`src/rtl/sad_pkg.sv`:
```
`timescale 1ns / 1ps
// Shared codes for the address header decoder: result kinds, status codes,
// register indexes, field lengths and reset type codes. No dependencies.
package sad_pkg;

   localparam logic [1:0] KIND_NAME = 2'd0;
   localparam logic [1:0] KIND_DONE = 2'd1;
   localparam logic [1:0] KIND_ERR  = 2'd2;

   localparam logic [1:0] ST_OK        = 2'd0;
   localparam logic [1:0] ST_MALFORMED = 2'd1;
   localparam logic [1:0] ST_BADADDR   = 2'd2;

   localparam logic [1:0] CSR_IPV4_CODE   = 2'd0;
   localparam logic [1:0] CSR_DOMAIN_CODE = 2'd1;
   localparam logic [1:0] CSR_IPV6_CODE   = 2'd2;

   localparam logic [7:0] IPV4_ADDR_BYTES = 8'd4;
   localparam logic [7:0] IPV6_ADDR_BYTES = 8'd16;
   localparam logic [7:0] PORT_BYTES      = 8'd2;

   localparam logic [15:0] IPV4_MIN_LEN   = 16'd7;
   localparam logic [15:0] IPV6_MIN_LEN   = 16'd19;
   localparam logic [15:0] DOMAIN_MIN_LEN = 16'd2;

   localparam logic [8:0] DOMAIN_OVERHEAD = 9'd3;

   localparam logic [7:0] RESET_IPV4_CODE   = 8'd1;
   localparam logic [7:0] RESET_DOMAIN_CODE = 8'd3;
   localparam logic [7:0] RESET_IPV6_CODE   = 8'd4;

endpackage

```
`src/rtl/socks_address_decoder.sv`:
```
`timescale 1ns / 1ps
// Byte-serial decoder for a SOCKS5-style address header.
// Depends on sad_pkg for result kinds, status codes and register indexes.
//
// Takes one byte word per clock and gives at most one result word per byte.
// Every byte is parsed in the cycle it is accepted: the parser registers
// (phase, address and port shifters, counters) update at that edge and any
// result lands in a single output register, so the sustained rate is one
// byte per cycle. req_ready is high while the output register is empty or
// being taken in the same cycle, so it follows rsp_ready combinationally.
// Domain name bytes come out as they arrive; the last port byte yields the
// completion word; a length fault or unknown type yields one error word and
// the parser then ignores bytes until the next req_first_byte. The user
// must write type codes through the csr_ port while no header is in flight.
module socks_address_decoder
   import sad_pkg::*;
(
   input  logic        clock,
   input  logic        reset,

   input  logic        req_valid,
   output logic        req_ready,
   input  logic [7:0]  req_data_byte,
   input  logic        req_first_byte,
   input  logic [15:0] req_total_len,

   output logic        rsp_valid,
   input  logic        rsp_ready,
   output logic [1:0]  rsp_result_kind,
   output logic [1:0]  rsp_status,
   output logic [7:0]  rsp_address_type,
   output logic [63:0] rsp_address_high,
   output logic [63:0] rsp_address_low,
   output logic [15:0] rsp_port_number,
   output logic [7:0]  rsp_name_length,
   output logic [8:0]  rsp_bytes_consumed,
   output logic [7:0]  rsp_name_byte,

   input  logic        csr_we,
   input  logic [1:0]  csr_index,
   input  logic [7:0]  csr_wdata
);

   typedef enum logic [2:0] {
      PH_IDLE,
      PH_ADDR,
      PH_DLEN,
      PH_DNAME,
      PH_PORT
   } phase_type;

   logic [7:0]  ipv4_code_ff, domain_code_ff, ipv6_code_ff;

   phase_type   phase_ff, phase_in;
   logic [7:0]  htype_ff, htype_in;
   logic [63:0] addr_hi_ff, addr_hi_in;
   logic [63:0] addr_lo_ff, addr_lo_in;
   logic [15:0] port_ff, port_in;
   logic [7:0]  dlen_ff, dlen_in;
   logic [7:0]  remain_ff, remain_in;
   logic [15:0] left_ff, left_in;
   logic [8:0]  consumed_ff, consumed_in;

   logic        rsp_valid_ff, rsp_valid_in;
   logic [1:0]  kind_ff, kind_in;
   logic [1:0]  status_ff, status_in;
   logic [7:0]  otype_ff, otype_in;
   logic [63:0] ohi_ff, ohi_in;
   logic [63:0] olo_ff, olo_in;
   logic [15:0] oport_ff, oport_in;
   logic [7:0]  olen_ff, olen_in;
   logic [8:0]  ocons_ff, ocons_in;
   logic [7:0]  obyte_ff, obyte_in;

   logic        req_fire;
   logic        has_result;
   logic [7:0]  remain_dec;
   logic [15:0] left_dec;
   logic [8:0]  consumed_inc;

   assign req_ready = !rsp_valid_ff || rsp_ready;
   assign req_fire  = req_valid && req_ready;

   assign remain_dec   = (remain_ff != 8'd0) ? remain_ff - 8'd1 : 8'd0;
   assign left_dec     = (left_ff != 16'd0) ? left_ff - 16'd1 : 16'd0;
   assign consumed_inc = consumed_ff + 9'd1;

   always_comb begin
      phase_in    = phase_ff;
      htype_in    = htype_ff;
      addr_hi_in  = addr_hi_ff;
      addr_lo_in  = addr_lo_ff;
      port_in     = port_ff;
      dlen_in     = dlen_ff;
      remain_in   = remain_ff;
      left_in     = left_ff;
      consumed_in = consumed_ff;
      has_result  = 1'b0;
      kind_in     = KIND_ERR;
      status_in   = ST_OK;
      otype_in    = 8'd0;
      ohi_in      = 64'd0;
      olo_in      = 64'd0;
      oport_in    = 16'd0;
      olen_in     = 8'd0;
      ocons_in    = 9'd0;
      obyte_in    = 8'd0;

      if (req_first_byte) begin
         htype_in    = 8'd0;
         addr_hi_in  = 64'd0;
         addr_lo_in  = 64'd0;
         port_in     = 16'd0;
         dlen_in     = 8'd0;
         remain_in   = 8'd0;
         consumed_in = 9'd0;
         left_in     = req_total_len;
         phase_in    = PH_IDLE;
         if (req_total_len == 16'd0) begin
            has_result = 1'b1;
            status_in  = ST_MALFORMED;
         end else begin
            htype_in    = req_data_byte;
            otype_in    = req_data_byte;
            left_in     = req_total_len - 16'd1;
            consumed_in = 9'd1;
            if (req_data_byte == ipv4_code_ff) begin
               if (req_total_len < IPV4_MIN_LEN) begin
                  has_result = 1'b1;
                  status_in  = ST_MALFORMED;
               end else begin
                  remain_in = IPV4_ADDR_BYTES;
                  phase_in  = PH_ADDR;
               end
            end else if (req_data_byte == ipv6_code_ff) begin
               if (req_total_len < IPV6_MIN_LEN) begin
                  has_result = 1'b1;
                  status_in  = ST_MALFORMED;
               end else begin
                  remain_in = IPV6_ADDR_BYTES;
                  phase_in  = PH_ADDR;
               end
            end else if (req_data_byte == domain_code_ff) begin
               if (req_total_len < DOMAIN_MIN_LEN) begin
                  has_result = 1'b1;
                  status_in  = ST_MALFORMED;
               end else begin
                  phase_in = PH_DLEN;
               end
            end else begin
               has_result = 1'b1;
               status_in  = ST_BADADDR;
            end
         end
      end else begin
         otype_in = htype_ff;
         case (phase_ff)
            PH_ADDR: begin
               left_in     = left_dec;
               consumed_in = consumed_inc;
               addr_hi_in  = {addr_hi_ff[55:0], addr_lo_ff[63:56]};
               addr_lo_in  = {addr_lo_ff[55:0], req_data_byte};
               remain_in   = remain_dec;
               if (remain_dec == 8'd0) begin
                  remain_in = PORT_BYTES;
                  phase_in  = PH_PORT;
               end
            end
            PH_DLEN: begin
               left_in     = left_dec;
               consumed_in = consumed_inc;
               dlen_in     = req_data_byte;
               if (req_data_byte == 8'd0 ||
                   {1'b0, left_ff} < ({9'd0, req_data_byte} + {8'd0, DOMAIN_OVERHEAD})) begin
                  has_result = 1'b1;
                  status_in  = ST_BADADDR;
                  phase_in   = PH_IDLE;
               end else begin
                  remain_in = req_data_byte;
                  phase_in  = PH_DNAME;
               end
            end
            PH_DNAME: begin
               left_in     = left_dec;
               consumed_in = consumed_inc;
               has_result  = 1'b1;
               kind_in     = KIND_NAME;
               olen_in     = dlen_ff;
               obyte_in    = req_data_byte;
               remain_in   = remain_dec;
               if (remain_dec == 8'd0) begin
                  remain_in = PORT_BYTES;
                  phase_in  = PH_PORT;
               end
            end
            PH_PORT: begin
               left_in     = left_dec;
               consumed_in = consumed_inc;
               port_in     = {port_ff[7:0], req_data_byte};
               remain_in   = remain_dec;
               if (remain_dec == 8'd0) begin
                  has_result = 1'b1;
                  kind_in    = KIND_DONE;
                  ohi_in     = addr_hi_ff;
                  olo_in     = addr_lo_ff;
                  oport_in   = {port_ff[7:0], req_data_byte};
                  olen_in    = dlen_ff;
                  ocons_in   = consumed_inc;
                  phase_in   = PH_IDLE;
               end
            end
            default: begin
               phase_in = PH_IDLE;
            end
         endcase
      end
   end

   always_comb begin
      rsp_valid_in = rsp_valid_ff;
      if (req_fire) begin
         rsp_valid_in = has_result;
      end else if (rsp_ready) begin
         rsp_valid_in = 1'b0;
      end
   end

   always_ff @(posedge clock) begin
      if (reset) begin
         ipv4_code_ff   <= RESET_IPV4_CODE;
         domain_code_ff <= RESET_DOMAIN_CODE;
         ipv6_code_ff   <= RESET_IPV6_CODE;
      end else if (csr_we) begin
         case (csr_index)
            CSR_IPV4_CODE:   ipv4_code_ff   <= csr_wdata;
            CSR_DOMAIN_CODE: domain_code_ff <= csr_wdata;
            CSR_IPV6_CODE:   ipv6_code_ff   <= csr_wdata;
            default: begin
            end
         endcase
      end
   end

   always_ff @(posedge clock) begin
      if (reset) begin
         phase_ff     <= PH_IDLE;
         htype_ff     <= 8'd0;
         addr_hi_ff   <= 64'd0;
         addr_lo_ff   <= 64'd0;
         port_ff      <= 16'd0;
         dlen_ff      <= 8'd0;
         remain_ff    <= 8'd0;
         left_ff      <= 16'd0;
         consumed_ff  <= 9'd0;
         rsp_valid_ff <= 1'b0;
      end else begin
         rsp_valid_ff <= rsp_valid_in;
         if (req_fire) begin
            phase_ff    <= phase_in;
            htype_ff    <= htype_in;
            addr_hi_ff  <= addr_hi_in;
            addr_lo_ff  <= addr_lo_in;
            port_ff     <= port_in;
            dlen_ff     <= dlen_in;
            remain_ff   <= remain_in;
            left_ff     <= left_in;
            consumed_ff <= consumed_in;
         end
      end
   end

   always_ff @(posedge clock) begin
      if (req_fire && has_result) begin
         kind_ff   <= kind_in;
         status_ff <= status_in;
         otype_ff  <= otype_in;
         ohi_ff    <= ohi_in;
         olo_ff    <= olo_in;
         oport_ff  <= oport_in;
         olen_ff   <= olen_in;
         ocons_ff  <= ocons_in;
         obyte_ff  <= obyte_in;
      end
   end

   assign rsp_valid          = rsp_valid_ff;
   assign rsp_result_kind    = kind_ff;
   assign rsp_status         = status_ff;
   assign rsp_address_type   = otype_ff;
   assign rsp_address_high   = ohi_ff;
   assign rsp_address_low    = olo_ff;
   assign rsp_port_number    = oport_ff;
   assign rsp_name_length    = olen_ff;
   assign rsp_bytes_consumed = ocons_ff;
   assign rsp_name_byte      = obyte_ff;

   a_empty_buffer_errors: assert property (@(posedge clock) disable iff (reset)
      req_fire && req_first_byte && req_total_len == 16'd0
      |=> rsp_valid_ff && kind_ff == KIND_ERR && status_ff == ST_MALFORMED)
      else $error("empty buffer did not give a malformed error");

   a_error_fields_clear: assert property (@(posedge clock) disable iff (reset)
      rsp_valid_ff && kind_ff == KIND_ERR
      |-> ohi_ff == 64'd0 && olo_ff == 64'd0 && oport_ff == 16'd0 && ocons_ff == 9'd0)
      else $error("error word carries address or port data");

   a_domain_length_sum: assert property (@(posedge clock) disable iff (reset)
      rsp_valid_ff && kind_ff == KIND_DONE && olen_ff != 8'd0
      |-> ocons_ff == {1'b0, olen_ff} + 9'd4)
      else $error("domain header length does not match bytes consumed");

   a_ip_length: assert property (@(posedge clock) disable iff (reset)
      rsp_valid_ff && kind_ff == KIND_DONE && olen_ff == 8'd0
      |-> ocons_ff == 9'd7 || ocons_ff == 9'd19)
      else $error("IP header completed with wrong length");

   a_name_count_live: assert property (@(posedge clock) disable iff (reset)
      phase_ff == PH_DNAME |-> remain_ff != 8'd0)
      else $error("name phase with no bytes remaining");

endmodule

```
`config.mk`:
```
export PLATFORM = sky130hd
export DESIGN_NAME = socks_address_decoder
export DESIGN_NICKNAME = d
export VERILOG_FILES = /design/src/rtl/sad_pkg.sv /design/src/rtl/socks_address_decoder.sv
export SDC_FILE = /design/constraint.sdc
export NUM_CORES = 1
export LEC_CHECK = 0
export BUFFER_PORTS_ARGS = -buffer_cell sky130_fd_sc_hd__buf_2
export CAP_MARGIN = 30
export CORE_ASPECT_RATIO = 0.8
export CORE_UTILIZATION = 50
export CTS_CLUSTER_SIZE = 40
export DETAILED_ROUTE_END_ITERATION = 6
export PLACE_DENSITY_LB_ADDON = 0.25
export SLEW_MARGIN = 40
export SYNTH_ARGS = -nofsm -noshare
export SYNTH_HDL_FRONTEND = slang
export SYNTH_SLANG_ARGS = --single-unit
```
`constraint.sdc`:
```
create_clock -name clock -period 9.55 [get_ports clock]
set_input_delay 2.865 -clock clock [delete_from_list [all_inputs] [get_ports clock]]
set_output_delay 2.865 -clock clock [all_outputs]
set_load 0.005 [all_outputs]
```
# [Word level (Yosys, flattened, before mapping)]
# Index checks and enable logic that the tools add are counted.
# W data, S select, Z words.
[totals] output_inout_bits=183 wordCells=142 register_bits=394 input_bits=40
[classes] n_mux=66 bitwise=3 n_reduce_logical=30 n_addsub=5 order_cmp=4 n_eq_ne=12
[ops] op="$mux W64" count=4
[ops] op="$mux W8" count=13
[ops] op="$mux W16" count=4
[ops] op="$sub A16 B1 Y16 const B" count=2
[ops] op="$eq A8 B8 Y1" count=3
[ops] op="$pmux W8 S3" count=1
[ops] op="$mux W2" count=11
[ops] op="$mux W3" count=7
[ops] op="$mux W1" count=18
[ops] op="$mux W9" count=2
[ops] op="$logic_not A16 Y1" count=1
[ops] op="$logic_not A8 Y1" count=2
[ops] op="$lt A16 B2 Y1 const B" count=1
[ops] op="$lt A16 B3 Y1 const B" count=1
[ops] op="$lt A16 B5 Y1 const B" count=1
[ops] op="$lt A16 B9 Y1" count=1
[ops] op="$pmux W8 S2" count=1
[ops] op="$reduce_bool A16 Y1" count=1
[ops] op="$reduce_and A2 Y1" count=7
[ops] op="$mux W5" count=2
[ops] op="$reduce_bool A2 Y1" count=5
[ops] op="$add A8 B2 Y9 const B" count=1
[ops] op="$add A9 B1 Y9 const B" count=1
[ops] op="$pmux W3 S3" count=1
[ops] op="21 further kinds" count=29

# [Logic depth before layout (Yosys ltp)]
[logic_depth] word_depth=8 ltp_mapped=13 ltp_nobuf=12

# [Worst setup path after synthesis]
# OpenSTA, ideal clock, no wires.
[synth_timing] kind="input port to flip-flop" from="input port req_data_byte[0]" to="register ohi_ff[0], in the netlist rsp_address_high[0], enable pin" n_path_buf=1 setup_time_ps=564 arrival_time_ps=9242 stages=13 slack_ps=-256 required_time_ps=8986 cell_sequence="clkbuf_1 inv_1 ha_1 nor2_1 and3_1 nand3_1 ha_1 nor4_1 nand3_1 a211oi_1 nor2_1 o211a_1 and3b_1"
[synth_via] elab_chain_len=7 word_cells_on_any_way=15 classes_between="1 x add/sub; 1 x order compare; 3 x eq/ne; 7 x mux; 3 x reduce/logical"
[synth_lines] element="from (decl)" line="socks_address_decoder.sv:23" text="input logic [7:0] req_data_byte,"
[synth_lines] element="$add A8 B2 Y9 / $eq A8 B8 Y1 (equally long branches)" line="socks_address_decoder.sv:174, socks_address_decoder.sv:143"
[synth_lines] element="$lt A16 B9 Y1 / $mux W1 (equally long branches)" line="socks_address_decoder.sv:174, socks_address_decoder.sv:143"
[synth_lines] element="$logic_or A1 B1 Y1 / $mux W1 (equally long branches)" line="socks_address_decoder.sv:173, socks_address_decoder.sv:135"
[synth_lines] element="$mux W1 (on tied branches)" line="socks_address_decoder.sv:173, socks_address_decoder.sv:127"
[synth_lines] element="$pmux W1 S3 / $mux W1 (equally long branches)" line="socks_address_decoder.sv:157, socks_address_decoder.sv:119"
[synth_lines] element="$mux W1 *" line="socks_address_decoder.sv:109" text="if (req_first_byte) begin"
[synth_lines] element="$logic_and A1 B1 Y1 *" line="socks_address_decoder.sv:273" text="if (req_fire && has_result) begin"
[synth_lines] element="to (signal assigned)" line="socks_address_decoder.sv:277" text="ohi_ff <= ohi_in;"
[synth_lines] element="to (decl)" line="socks_address_decoder.sv:68" text="logic [63:0] ohi_ff, ohi_in;"
# Every way passes the cells marked *; elsewhere a longest branch is shown, timed or not.
# A chain may end at the register's enable or synchronous reset.

# [Worst setup path in the final report]
[layout_timing] from="input port rsp_ready" to="output port req_ready"
[layout_via] elab_chain_len=1
[layout_lines] element="from (decl)" line="socks_address_decoder.sv:28" text="input logic rsp_ready,"
[layout_lines] element="$logic_or A1 B1 Y1" line="socks_address_decoder.sv:81" text="assign req_ready = !rsp_valid_ff || rsp_ready;"
[layout_lines] element="to (decl)" line="socks_address_decoder.sv:22" text="output logic req_ready,"
# Every way passes these cells.

==> metrics.log <==
INFO  metric first_global_vias = 11,252
INFO  metric tritoncts = done
INFO  metric postRouteWirelength = 39,500 um
INFO  metric n_antenna_cell = 0
INFO  metric worst_ep_arrival_time = roughly 3.5 ns
INFO  metric setup_violations = 0
INFO  metric placement_rows = 59
INFO  metric cts_resized = 0
INFO  metric edff_count_synth = about 180
INFO  metric final-hold-violation-count = 0
INFO  metric flops_latches_synth = slightly below 400
INFO  metric timing.slew.headroom = around 48%
INFO  metric layout-area-overhead-vs-synth = 15.6%
INFO  metric cts_max_path_buffers = 3
INFO  metric fin_util = roughly three fifths
INFO  metric layout_min_cycle_time = roughly 6.3 ns
INFO  metric syn-instance-count = approximately 1,600
INFO  metric cts_sinks = 394
INFO  metric leakagePower = 0.00740 uW
INFO  metric syn_area = around 0.017 sq mm
INFO  metric library_cell_with_the_highest_instance_count_after_synthesis = sky130_fd_sc_hd__nor2_1
INFO  metric post_drt_wl_per_cell = about 18 um
INFO  metric min_period_over_period = 66.1%
INFO  metric cpMaxStageDelayCell = sky130_fd_sc_hd__or2b_2
INFO  metric irDropWorstVdd = 116 uV
INFO  metric path_cells = buf_2, or2b_2, buf_2
INFO  metric number_of_antenna_violations_at_the_first_check_in_global_routing = 0
INFO  metric buf_inv_stages_crit_path = 2
INFO  metric run_status = complete, but fails checks
INFO  metric ys_dominant_reg_cell = sky130_fd_sc_hd__dfxtp_1
INFO  metric synth_nets = ~1,700
INFO  metric post_synth_num_cell_types = 78
INFO  metric failed_checks = DRC
INFO  metric clock_skews = slightly below 0.02 ns
INFO  metric drive_gt1_share = ~17%
INFO  metric worstPathMaxFanout = 4
INFO  metric ys_top_cells_by_area = sky130_fd_sc_hd__edfxtp_1 (32%), sky130_fd_sc_hd__dfxtp_1 (25%), sky130_fd_sc_hd__nor2_1 (6.0%)
INFO  metric initial_cell_density_of_the_core = 51.1%
INFO  metric hp-class = flop to flop
INFO  metric routabilityCongestion = 0.865
INFO  metric viasPerCell = about 5.5
INFO  metric required_time_worst_endpoint = 6.69 ns
INFO  metric die-area = approximately 0.034 sq mm
INFO  metric drt-pass1-iter-count = 7
INFO  metric grt_pass1_wl = between 60,000 and 70,000 um
INFO  metric post_cts_repair_setup_buffers = 0
INFO  metric tritoncts.num_buffers = 40
INFO  metric globalRouteTotalUtil = 23.0%
INFO  metric tightest_slew = approximately 0.8 ns
INFO  metric crit_path_frequent_cell = sky130_fd_sc_hd__buf_2
INFO  metric design_area_final = roughly 0.019 sq mm
INFO  metric sequential_share_of_the_synthesized_area = 57.9%
INFO  metric total_via_count_after_detailed_routing = between 10,000 and 15,000
INFO  metric portBuffers = approximately 220
INFO  metric cpPeakStageDelay = around 0.34 ns
INFO  metric gr-total-overflow = 0
INFO  metric h-tree-depth = 2
INFO  metric syn_avg_cell_area = just over 10 sq um
INFO  metric critical_path.startpoint_type = primary input
INFO  metric root_buffer = sky130_fd_sc_hd__clkbuf_16
INFO  metric criticalPathCategory = primary input to primary output
INFO  metric worst_skew_pair_latency = between 0.5 and 0.6 ns
INFO  metric endpoint_kind = primary output
INFO  metric cp_top_family = simple AND/OR/NAND/NOR gates
INFO  metric finalNetCount = 1,853
INFO  metric final-max-slew-violation-count = 0
INFO  metric area_share_of_the_largest_cell_type_after_synthesis = about a third
INFO  metric drt-initial-drc-count = around 1,100
INFO  metric die_width = between 200 and 250 um
INFO  metric cts_hold_repair.buffers = 0
INFO  metric async_reset_ff_share = 0%
INFO  metric fin_setup_tns = 0 ns
INFO  metric maxCapViolations = 0
INFO  metric detail_route.drc_violations = 17
INFO  metric path_clk_slew = 0.05 ns
INFO  metric core_area = about 0.033 sq mm
INFO  metric hpwl = around 25,000 um
INFO  metric design.portCount = around 220
INFO  metric netlist_top_cells_count = sky130_fd_sc_hd__nor2_1 (269), sky130_fd_sc_hd__dfxtp_1 (213), sky130_fd_sc_hd__edfxtp_1 (181), sky130_fd_sc_hd__a21oi_1 (180), sky130_fd_sc_hd__and2_1 (146)
INFO  metric fmaxAchievable = ~0.16 GHz
INFO  metric postRouteAntennaNets = 0
INFO  metric synth_top_cell_by_area = sky130_fd_sc_hd__edfxtp_1
INFO  metric power.density = just under 200 mW/mm^2
INFO  metric grt_max_degree = around 160
INFO  metric placed_area = between 0.015 and 0.02 sq mm
INFO  metric synthesis.yosys.warnings = 0
INFO  metric fp.dieH = about 170 um
INFO  metric rsz0062_at_grt = false
[sequential cells by signal, summed over array words and instances (netlist names), 9 cells and up]
signal,flops
addr_hi_ff,64
addr_lo_ff,64
consumed_ff,9
left_ff,16
rsp_address_high,64
rsp_address_low,64
rsp_bytes_consumed,9
rsp_port_number,16
[cell usage in the layout, fill, tap and decap left out, drive strengths merged, types with 3 or more instances in the layout]
master	n
xor2	27
or4	4
nand3	14
and2	148
nand3b	13
inv	26
a21o	3
a31oi	6
dfxtp	213
clkbuf	61
nor3	18
o21ai	43
nor4	14
or3	4
ha	15
a21oi	180
edfxtp	181
nand4	10
mux2i	22
o22ai	4
a32oi	3
nand2	60
bufinv	3
nand2b	8
nor2	270
a211o	4
nor3b	126
buf	231
xnor2	21
a211oi	20
o31ai	9
nor4b	5
a2bb2oi	9
clkinv	10
and3	12
[final timing paths]
path,from,end,slack [ns],cells past startpoint
min,consumed_ff[1]$_SDFFE_PP0P_,consumed_ff[1]$_SDFFE_PP0P_,0.47,2
max,rsp_ready,req_ready,3.24,3
max reg2reg,remain_ff[0]$_SDFFE_PP0P_,rsp_address_high[20]$_SDFFCE_PP0P_,5.94,9
min reg2reg,consumed_ff[1]$_SDFFE_PP0P_,consumed_ff[1]$_SDFFE_PP0P_,0.47,2
[final cells by class]
cell class | count | area (sq um)
fill | 2841 | 13400
clock buffer | 60 | 1130
multi-input combinational | 1104 | 6500
inverter | 26 | 98.8
tap | 427 | 534
timing repair buffer | 232 | 1260
sequential | 394 | 9700
clock inverter | 13 | 151
[power by group]
group          internal (uW)  leakage (uW)  switching (uW)  total (uW)
logic                    111       0.00329             230         341
registers               1830       0.00348            35.4        1860
clock network            903      0.000625             637        1540
total                   2840       0.00740             903        3750
[routing by layer]
metal | GRT usage [%] | vias up | wire length [um]
met4 | 5.47 | 0 | 617
met3 | 3.58 | 54 | 2360
met2 | 33.8 | 388 | 17500
met5 | 0 | - | 0
met1 | 35.3 | 5838 | 19100
li1 | - | 6054 | -
[worst register-to-register path: stages (launching register included)]
cell and delay [ns]:
sky130_fd_sc_hd__dfxtp_1 0.37, sky130_fd_sc_hd__inv_1 0.10, sky130_fd_sc_hd__ha_1 0.22, sky130_fd_sc_hd__nor3b_2 0.43, sky130_fd_sc_hd__nand3_1 0.19, sky130_fd_sc_hd__a2111o_1 0.55, sky130_fd_sc_hd__and2_2 0.31, sky130_fd_sc_hd__o211a_1 0.16
sky130_fd_sc_hd__and3b_4 0.33, sky130_fd_sc_hd__buf_12 0.47
[through the flow]
step                power, uW  hold WS [ns]  std cells  setup slack [ns]
CTS                      3770         0.470       2256              3.25
global placement         2230         0.457       2182              3.09
global route             3890         0.494       2256              3.23
finish                   3750         0.467       2256              3.24
detailed placement       2240         0.463       2183              2.97
floorplan                2110         0.444       1636              1.83
[logic make-up (layout without fill, tap and decap cells)]
| kind of cell | Yosys count | after routing | share of synthesized area [%] |
|---|---|---|---|
| compound gates | 304 | 304 | 10.6 |
| xor+xnor | 48 | 48 | 2.51 |
| fa+ha+maj | 15 | 15 | 1.12 |
| buf+inv | 138 | 331 | 3.50 |
| flops | 394 | 394 | 57.9 |
| mux | 22 | 22 | 1.31 |
| simple gates | 715 | 715 | 23.1 |
Power figures use the tool's default switching activity.
